`src/design/srd_pkg.sv`:
```
`timescale 1ns / 1ps
`default_nettype none
// ----------------------------------------------------------------------------
// srd_pkg
// Shared constants and types for the replacement core.
// ----------------------------------------------------------------------------
package srd_pkg;
    localparam int NUM_SETS_DEF    = 2048;
    localparam int NUM_WAYS_DEF    = 16;
    localparam int SIG_BITS        = 6;
    localparam int SIG_ENTRIES     = 64;
    localparam int ADDR_W          = 64;
    localparam int CONF_MAX        = 7;
    localparam int SEL_MID         = 128;
    localparam int THR_W           = 5;
    localparam int LEADER_GROUPS   = 16;
    localparam int LEADER_DIV      = 32;
    localparam logic [1:0] PRIO_MAX  = 2'd3;
    localparam logic [1:0] PRIO_BIP  = 2'd1;
    localparam logic [1:0] PRIO_HOT  = 2'd0;
    localparam logic ACT_VICTIM = 1'b0;
    localparam logic ACT_UPDATE = 1'b1;
    localparam logic [0:0] REG_STREAM_THR = 1'b0;
    localparam logic [0:0] REG_REUSE_THR  = 1'b1;

    typedef struct packed {
        logic load;
        logic clr_step;
        logic read;
        logic exec;
    } srd_cmd_t;

    typedef struct packed {
        logic clr_done;
    } srd_sts_t;
endpackage
`default_nettype wire

```
`src/design/srd_ctrl.sv`:
```
`timescale 1ns / 1ps
`default_nettype none
// ----------------------------------------------------------------------------
// srd_ctrl
// Sequencer: clearing pass after reset, then load / read / execute per item.
// ----------------------------------------------------------------------------
module srd_ctrl (
    input  wire logic             aclk,
    input  wire logic             aresetn,
    input  wire logic             in_valid,
    output logic                  in_ready,
    input  wire logic             out_full,
    input  wire srd_pkg::srd_sts_t sts,
    output srd_pkg::srd_cmd_t     cmd
);
    localparam logic [1:0] ST_CLEAR = 2'd0;
    localparam logic [1:0] ST_IDLE  = 2'd1;
    localparam logic [1:0] ST_READ  = 2'd2;
    localparam logic [1:0] ST_EXEC  = 2'd3;

    logic [1:0] state_reg, state_next;

    always_comb begin
        state_next   = state_reg;
        in_ready     = 1'b0;
        cmd          = '0;
        case (state_reg)
            ST_CLEAR: begin
                cmd.clr_step = 1'b1;
                if (sts.clr_done) state_next = ST_IDLE;
            end
            ST_IDLE: begin
                in_ready = 1'b1;
                if (in_valid) begin
                    cmd.load   = 1'b1;
                    state_next = ST_READ;
                end
            end
            ST_READ: begin
                cmd.read   = 1'b1;
                state_next = ST_EXEC;
            end
            ST_EXEC: begin
                if (!out_full) begin
                    cmd.exec   = 1'b1;
                    state_next = ST_IDLE;
                end
            end
            default: state_next = ST_IDLE;
        endcase
    end

    always_ff @(posedge aclk) begin
        if (!aresetn) state_reg <= ST_CLEAR;
        else          state_reg <= state_next;
    end

    a_one_cmd: assert property (@(posedge aclk) disable iff (!aresetn)
        $onehot0({cmd.load, cmd.clr_step, cmd.read, cmd.exec}))
        else $error("srd_ctrl: more than one command");
    a_read_after_load: assert property (@(posedge aclk) disable iff (!aresetn)
        cmd.load |=> cmd.read)
        else $error("srd_ctrl: load not followed by read");
    a_no_ready_clear: assert property (@(posedge aclk) disable iff (!aresetn)
        cmd.clr_step |-> !in_ready)
        else $error("srd_ctrl: ready during clearing pass");
endmodule
`default_nettype wire

```
`config.mk`:
```
export PLATFORM = sky130hd
export DESIGN_NAME = srd_ctrl
export DESIGN_NICKNAME = d
export VERILOG_FILES = /design/src/design/srd_pkg.sv /design/src/design/srd_ctrl.sv
export SDC_FILE = /design/constraint.sdc
export NUM_CORES = 1
export LEC_CHECK = 0
export ABC_CLOCK_PERIOD_IN_PS = 990
export BUFFER_PORTS_ARGS = -buffer_cell sky130_fd_sc_hd__buf_4
export CORE_AREA = 2 2 39 41
export DETAILED_ROUTE_END_ITERATION = 12
export DIE_AREA = 0 0 41 43
export PLACE_DENSITY = 0.45
export REMOVE_ABC_BUFFERS = 1
export SYNTH_ARGS = -nofsm -noshare
export SYNTH_HDL_FRONTEND = slang
export SYNTH_SLANG_ARGS = --single-unit
```
`constraint.sdc`:
```
create_clock -name aclk -period 0.99 [get_ports aclk]
set_input_delay 0.1485 -clock aclk [delete_from_list [all_inputs] [get_ports aclk]]
set_output_delay 0.1485 -clock aclk [all_outputs]
set_load 0.01 [all_outputs]
```
==> results of run 1 <==
-- critical path: cells and delay by family, from the launching register on --
family	cells	cell delay [ps]
and+or+nand+nor	1	120
DFF	1	350
adders and majority gates	1	140
buffers and inverters	2	230
-- worst paths after layout --
check            endpoint  slack (ps)          from
max                cmd[0]        -220  state_reg[0]
min          state_reg[1]         200       aresetn
max reg2reg  state_reg[0]        -160  state_reg[0]
min reg2reg  state_reg[1]         600  state_reg[1]
-- power breakdown --
group | switching [W] | internal (W) | leakage [nW]
combinational | 0.000337 | 0.000520 | 0.187
sequential | 0.0000454 | 0.000129 | 0.0175
clock | 0.0000457 | 0.000134 | 0.0138
total | 0.000428 | 0.000783 | 0.219
-- cell usage after synthesis --
cell      number
nand2_1        4
inv_1          4
o221ai_2       1
nand2b_1       1
and2_2         1
nor2b_1        1
dfxtp_1        2
ha_1           5
mux2i_1        2
-- per-stage QoR --
| stage | worst slack (ps) | hold WS, ps | std cells | utilization | area (µm²) |
|---|---|---|---|---|---|
| 4_1_cts | -245.3 | 186.1 | 56 | 0.2875 | 397.9 |
| 2_1_floorplan | -170.5 | 294.0 | 21 | - | 187.7 |
| 6_report | -219.2 | 196.1 | 58 | 0.3472 | 480.5 |
| 3_5_place_dp | -174.7 | 437.0 | 52 | 0.2315 | 320.3 |
| 5_1_grt | -268.3 | 198.7 | 58 | 0.3472 | 480.5 |
| 3_3_place_gp | -187.2 | 441.1 | 52 | 0.2315 | 320.3 |
-- area by class of cell --
| class | instances | share of cell area |
|---|---|---|
| clock buffer | 3 | 0.04687 |
| inverter | 4 | 0.03646 |
| multi-input combinational | 15 | 0.4375 |
| sequential | 2 | 0.09375 |
| tap | 16 | 0.04167 |
| timing repair buffer | 18 | 0.3437 |
-- layer usage --
layer / track usage / vias up
met2: 0.08750 / 9
met3: 0.04712 / 0
met4: 0.06000 / 0
li1: - / 108
met1: 0.04777 / 98
met5: 0 / -
-- cells in the final DEF, fill, tap and decap left out, types with 2 or more instances in the layout --
cell,count
nand2_1,3
clkbuf_4,3
ha_4,4
mux2i_1,2
buf_6,8
inv_1,2
buf_4,10
-- kinds of logic (layout without fill, tap and decap cells) --
logic type,count (synthesis),in the layout,share of synthesized area
flip-flops,2,2,0.2133
AND/OR/NAND/NOR,7,7,0.1867
AO/OA/AOI/OAI,1,1,0.07998
multiplexers,2,2,0.1067
buffers and inverters,4,25,0.07998
adder cells (fa/ha/maj),5,5,0.3333
-- what timing repair did --
item / 4_1_cts / 5_1_grt
setup endpoints to repair: 7 / 7
gates resized for setup: 14 / 13
pin swaps: 2 / 3
hold buffers: 0 / 0
setup buffers: 1 / 2
==> flow_summary.json, run 1 <==
{
  "vias_per_cell": 3.707,
  "area_delta_synth_final_pct": 156.0,
  "postRouteAntennaNets": 0,
  "rsz0062_at_grt": "yes",
  "drt_iter0_drc": 0,
  "coreArea_um2": 1384,
  "drc_errors": 0,
  "wl_per_cell_um": 8.776,
  "fin_worst_skew_ps": 1.885,
  "cts_tree": "built",
  "cts_sinks": 2,
  "largest_reg_flops": 2,
  "ir_drop_v": 0.0006853,
  "period_minus_slack_ps": 1209,
  "overflow": 0,
  "top_layer": "met3",
  "synth_top_cell_by_area": "ha_1",
  "die_y_um": 43,
  "grt_max_degree": 5,
  "dieArea_um2": 1763,
  "h-tree-depth": 1,
  "end_kind": "primary output",
  "synth_cells": 21,
  "seq_area_um2": 45.04,
  "path_cells": "buf_6 > ha_4 > nor2b_4 > buf_6",
  "clk_pin_slew_ps": 30,
  "finalWirelength_um": 509,
  "dr.pass1.iters": 1,
  "tightest_slew_ps": 202.6,
  "status": "finished, violations left",
  "slew_headroom": 0.8650,
  "final_net_count": 54,
  "required_ps": 840,
  "start_kind": "flop",
  "fmax_ghz": 0.8270,
  "synth_cell_type_count": 9,
  "hold_violations": 0,
  "ys_ff_latch": 2,
  "grtUsageTotal": 0.06106,
  "clkLatencyLatePin_ps": 220,
  "min_path_cells": 3,
  "grt_pass1_wl_um": 655,
  "totalPowerFinal_w": 0.001211,
  "n_antenna_cell": 0,
  "grt_pass1_vias": 181,
  "io_buffers": 9,
  "met2RoutedLength_um": 282,
  "synth.area.top_cells": "ha_1 (33%), dfxtp_1 (21%), mux2i_1 (11%)",
  "nFillCells": 152,
  "leakage_nw": 0.2187,
  "dpl.hpwl_um": 342.6,
  "numCtsBuffers": 3,
  "r2r_cells": 6,
  "cp_data_arrival_time_ps": 1060,
  "wl_met1_um": 177,
  "die_width_um": 41,
  "drive_gt1_frac": 0.7857,
  "maxCapViolCount": 0,
  "setup_viol": 7,
  "fin_setup_tns_ps": -1229,
  "power.density_nw_per_um2": 2520,
  "io_pins": 10,
  "clk_path_buf_depth": 2,
  "root_buffer": "clkbuf_4",
  "violations": "setup timing",
  "post-route-period-util": 1.221,
  "syn_area_um2": 187.7,
  "critical_path.max_stage_delay_ps": 350,
  "wl_met3_um": 49,
  "gp_congestion": 0.6305,
  "setup_ws_ps": -219.2,
  "multiInputGateArea_um2": 210.2,
  "yosys.area.top_type_share": 0.3333,
  "yosysWarnings": 0,
  "via_count": 215,
  "hold_class": "in -> reg",
  "cp_max_fo": 3,
  "ys_seq_area_frac": 0.2133,
  "path_class": "reg -> out",
  "cpMostUsedCell": "buf_6",
  "crit_slowest_cell": "dfxtp_4",
  "num_rows": 14,
  "syn-mean-instance-area_um2": 8.937,
  "antenna_found_initial": 0,
  "initial_core_util": 0.1356,
  "report.final.slew_viol_count": 0
}
No activity file was read; power rests on OpenSTA's default activity.
==> run 2: changes to the inputs <==
--- a/config.mk
+++ b/config.mk
@@ -10,8 +10,8 @@
 export CORE_AREA = 2 2 39 41
 export DETAILED_ROUTE_END_ITERATION = 12
 export DIE_AREA = 0 0 41 43
-export PLACE_DENSITY = 0.45
 export REMOVE_ABC_BUFFERS = 1
+export SETUP_SLACK_MARGIN = 0.4
 export SYNTH_ARGS = -nofsm -noshare
 export SYNTH_HDL_FRONTEND = slang
 export SYNTH_SLANG_ARGS = --single-unit
==> run 2 against run 1 <==
Effect of this change:
- the run still ends with setup timing left
- combinational power rose by 2.8%
- first-iteration DRC count increased by 1
- sequential share of layout area increased by 0.12 points
==> flow_summary.json, run 2 (synthesized netlist as in run 1, its figures left out) <==
{
  "worstSetupStartpoint": "state_reg[1]",
  "internal_power_w": 0.0008105,
  "switching_power_w": 0.0004385,
  "power.density_nw_per_um2": 2634,
  "worstReg2RegStart": "state_reg[1]",
  "path_class": "reg -> out",
  "die_y_um": 43,
  "setup_ws_ps": -202.4,
  "hold_violations": 0,
  "maxCapViolCount": 0,
  "via_count": 216,
  "numCtsBuffers": 3,
  "leakage_nw": 0.2046,
  "totalPowerFinal_w": 0.001249,
  "final_net_count": 52,
  "layout_commonest_cell": "buf_6",
  "dpl.hpwl_um": 306.4,
  "clkLatencyLatePin_ps": 220,
  "largest_reg_flops": 2,
  "gp_congestion": 0.6626,
  "tightest_slew_ps": 222.3,
  "grt_use_met3": 0.06283,
  "p_seq_frac": 0.154,
  "holdCritStartpoint": "aresetn",
  "comb_power_share": 0.706,
  "cts_sinks": 2,
  "grtUsageTotal": 0.06707,
  "antenna_found_initial": 0,
  "postRouteAntennaNets": 0,
  "initial_core_util": 0.1356,
  "period_minus_slack_ps": 1192,
  "vias_per_cell": 3.857,
  "fin_worst_skew_ps": 2.986,
  "pwr-share-clk": 0.141,
  "drive_gt1_frac": 0.8000,
  "ir_drop_v": 0.001204,
  "busiest_layer": "met2",
  "die_width_um": 41,
  "drt_iter0_drc": 1,
  "num_rows": 14,
  "grt_max_degree": 5,
  "root_buffer": "clkbuf_4",
  "fmax_ghz": 0.8386,
  "dr.pass1.iters": 2,
  "cts_tree": "built",
  "overflow": 0,
  "start_kind": "flop",
  "violations": "setup timing",
  "dieArea_um2": 1763,
  "place_ws_ps": -159.5,
  "finish.utilization": 0.3427,
  "cp_data_arrival_time_ps": 1040,
  "rsz0062_at_grt": "yes",
  "io_buffers": 9,
  "clk_path_buf_depth": 2,
  "status": "finished, violations left",
  "finalWirelength_um": 544,
  "end_kind": "primary output",
  "final_cell_mix": "buf_6 (10), buf_4 (6), ha_4 (5)",
  "slew_headroom": 0.8518,
  "switching_share": 0.3511,
  "h-tree-depth": 1,
  "fin_area_um2": 474.2,
  "wl_per_cell_um": 9.714,
  "io_pins": 10,
  "setup_viol": 7,
  "post-route-period-util": 1.204,
  "report.final.slew_viol_count": 0,
  "placed_cell_area_um2": 320.3,
  "required_ps": 840,
  "hold_class": "in -> reg",
  "n_antenna_cell": 0,
  "met1_usage": 0.05732,
  "grt_pass1_vias": 192,
  "clk_pin_slew_ps": 30,
  "area_delta_synth_final_pct": 152.7,
  "cp_max_fo": 3,
  "grt_pass1_wl_um": 717,
  "use_met2": 0.09688,
  "coreArea_um2": 1384,
  "drc_errors": 0
}
## run 2: cell types whose count changed in the layout (fill, tap and decap cells not counted), sizes merged
cell / delta
buf: -2
## run 2: area by class of cell
cell class / count / area, µm²
fillers: 148 / 909.6
multi-input cells: 15 / 211.5
repair buffers: 16 / 157.7
flip-flops and latches: 2 / 45.04
clock buffers: 3 / 22.52
well taps: 16 / 20.02
inverters: 4 / 17.52
## run 2: critical path, cell delays in order (launching register included)
cell	delay [ps]
dfxtp_2	320
buf_6	130
ha_4	150
nor2b_4	120
buf_6	110
## run 2: path summary, 6_finish.rpt
| check | to | slack [ps] | depth (start not counted) |
|---|---|---|---|
| min | state_reg[0] | 210 | 3 |
| max | cmd[0] | -200 | 4 |
| max reg2reg | state_reg[0] | -140 | 5 |
| min reg2reg | state_reg[1] | 600 | 3 |
## run 2: power by group through the flow
stage | Combinational, W | Sequential, W | Clock [W]
after floorplan | 0.000258 | 0.000146 | 0
after global placement | 0.000549 | 0.000145 | 0
after detailed placement | 0.000552 | 0.000145 | 0
after CTS | 0.000718 | 0.000176 | 0.000187
after global routing | 0.000967 | 0.000201 | 0.000200
final | 0.000881 | 0.000192 | 0.000176
## run 2: metrics by stage
stage	instances	TNS [ps]	hold WS (ps)
floorplan	21	-347.7	294.0
global placement	52	-512.5	440.3
detailed placement	52	-520.8	446.9
CTS	56	-1205	210.2
global route	56	-1633	220.5
finish	56	-1207	214.0
## run 2: routing by layer
metal	routed length, µm	share of wire
met5	0	0
met3	59	0.11
met4	0	0
met1	187	0.34
met2	297	0.55
## run 2: what timing repair did
action,in CTS,in global routing
endpoints found under the setup margin,7,7
resized for setup,19,10
hold buffers,0,0
cloned,0,0
pin swaps,1,3
setup buffers,1,0
hold endpoints to repair,0,0
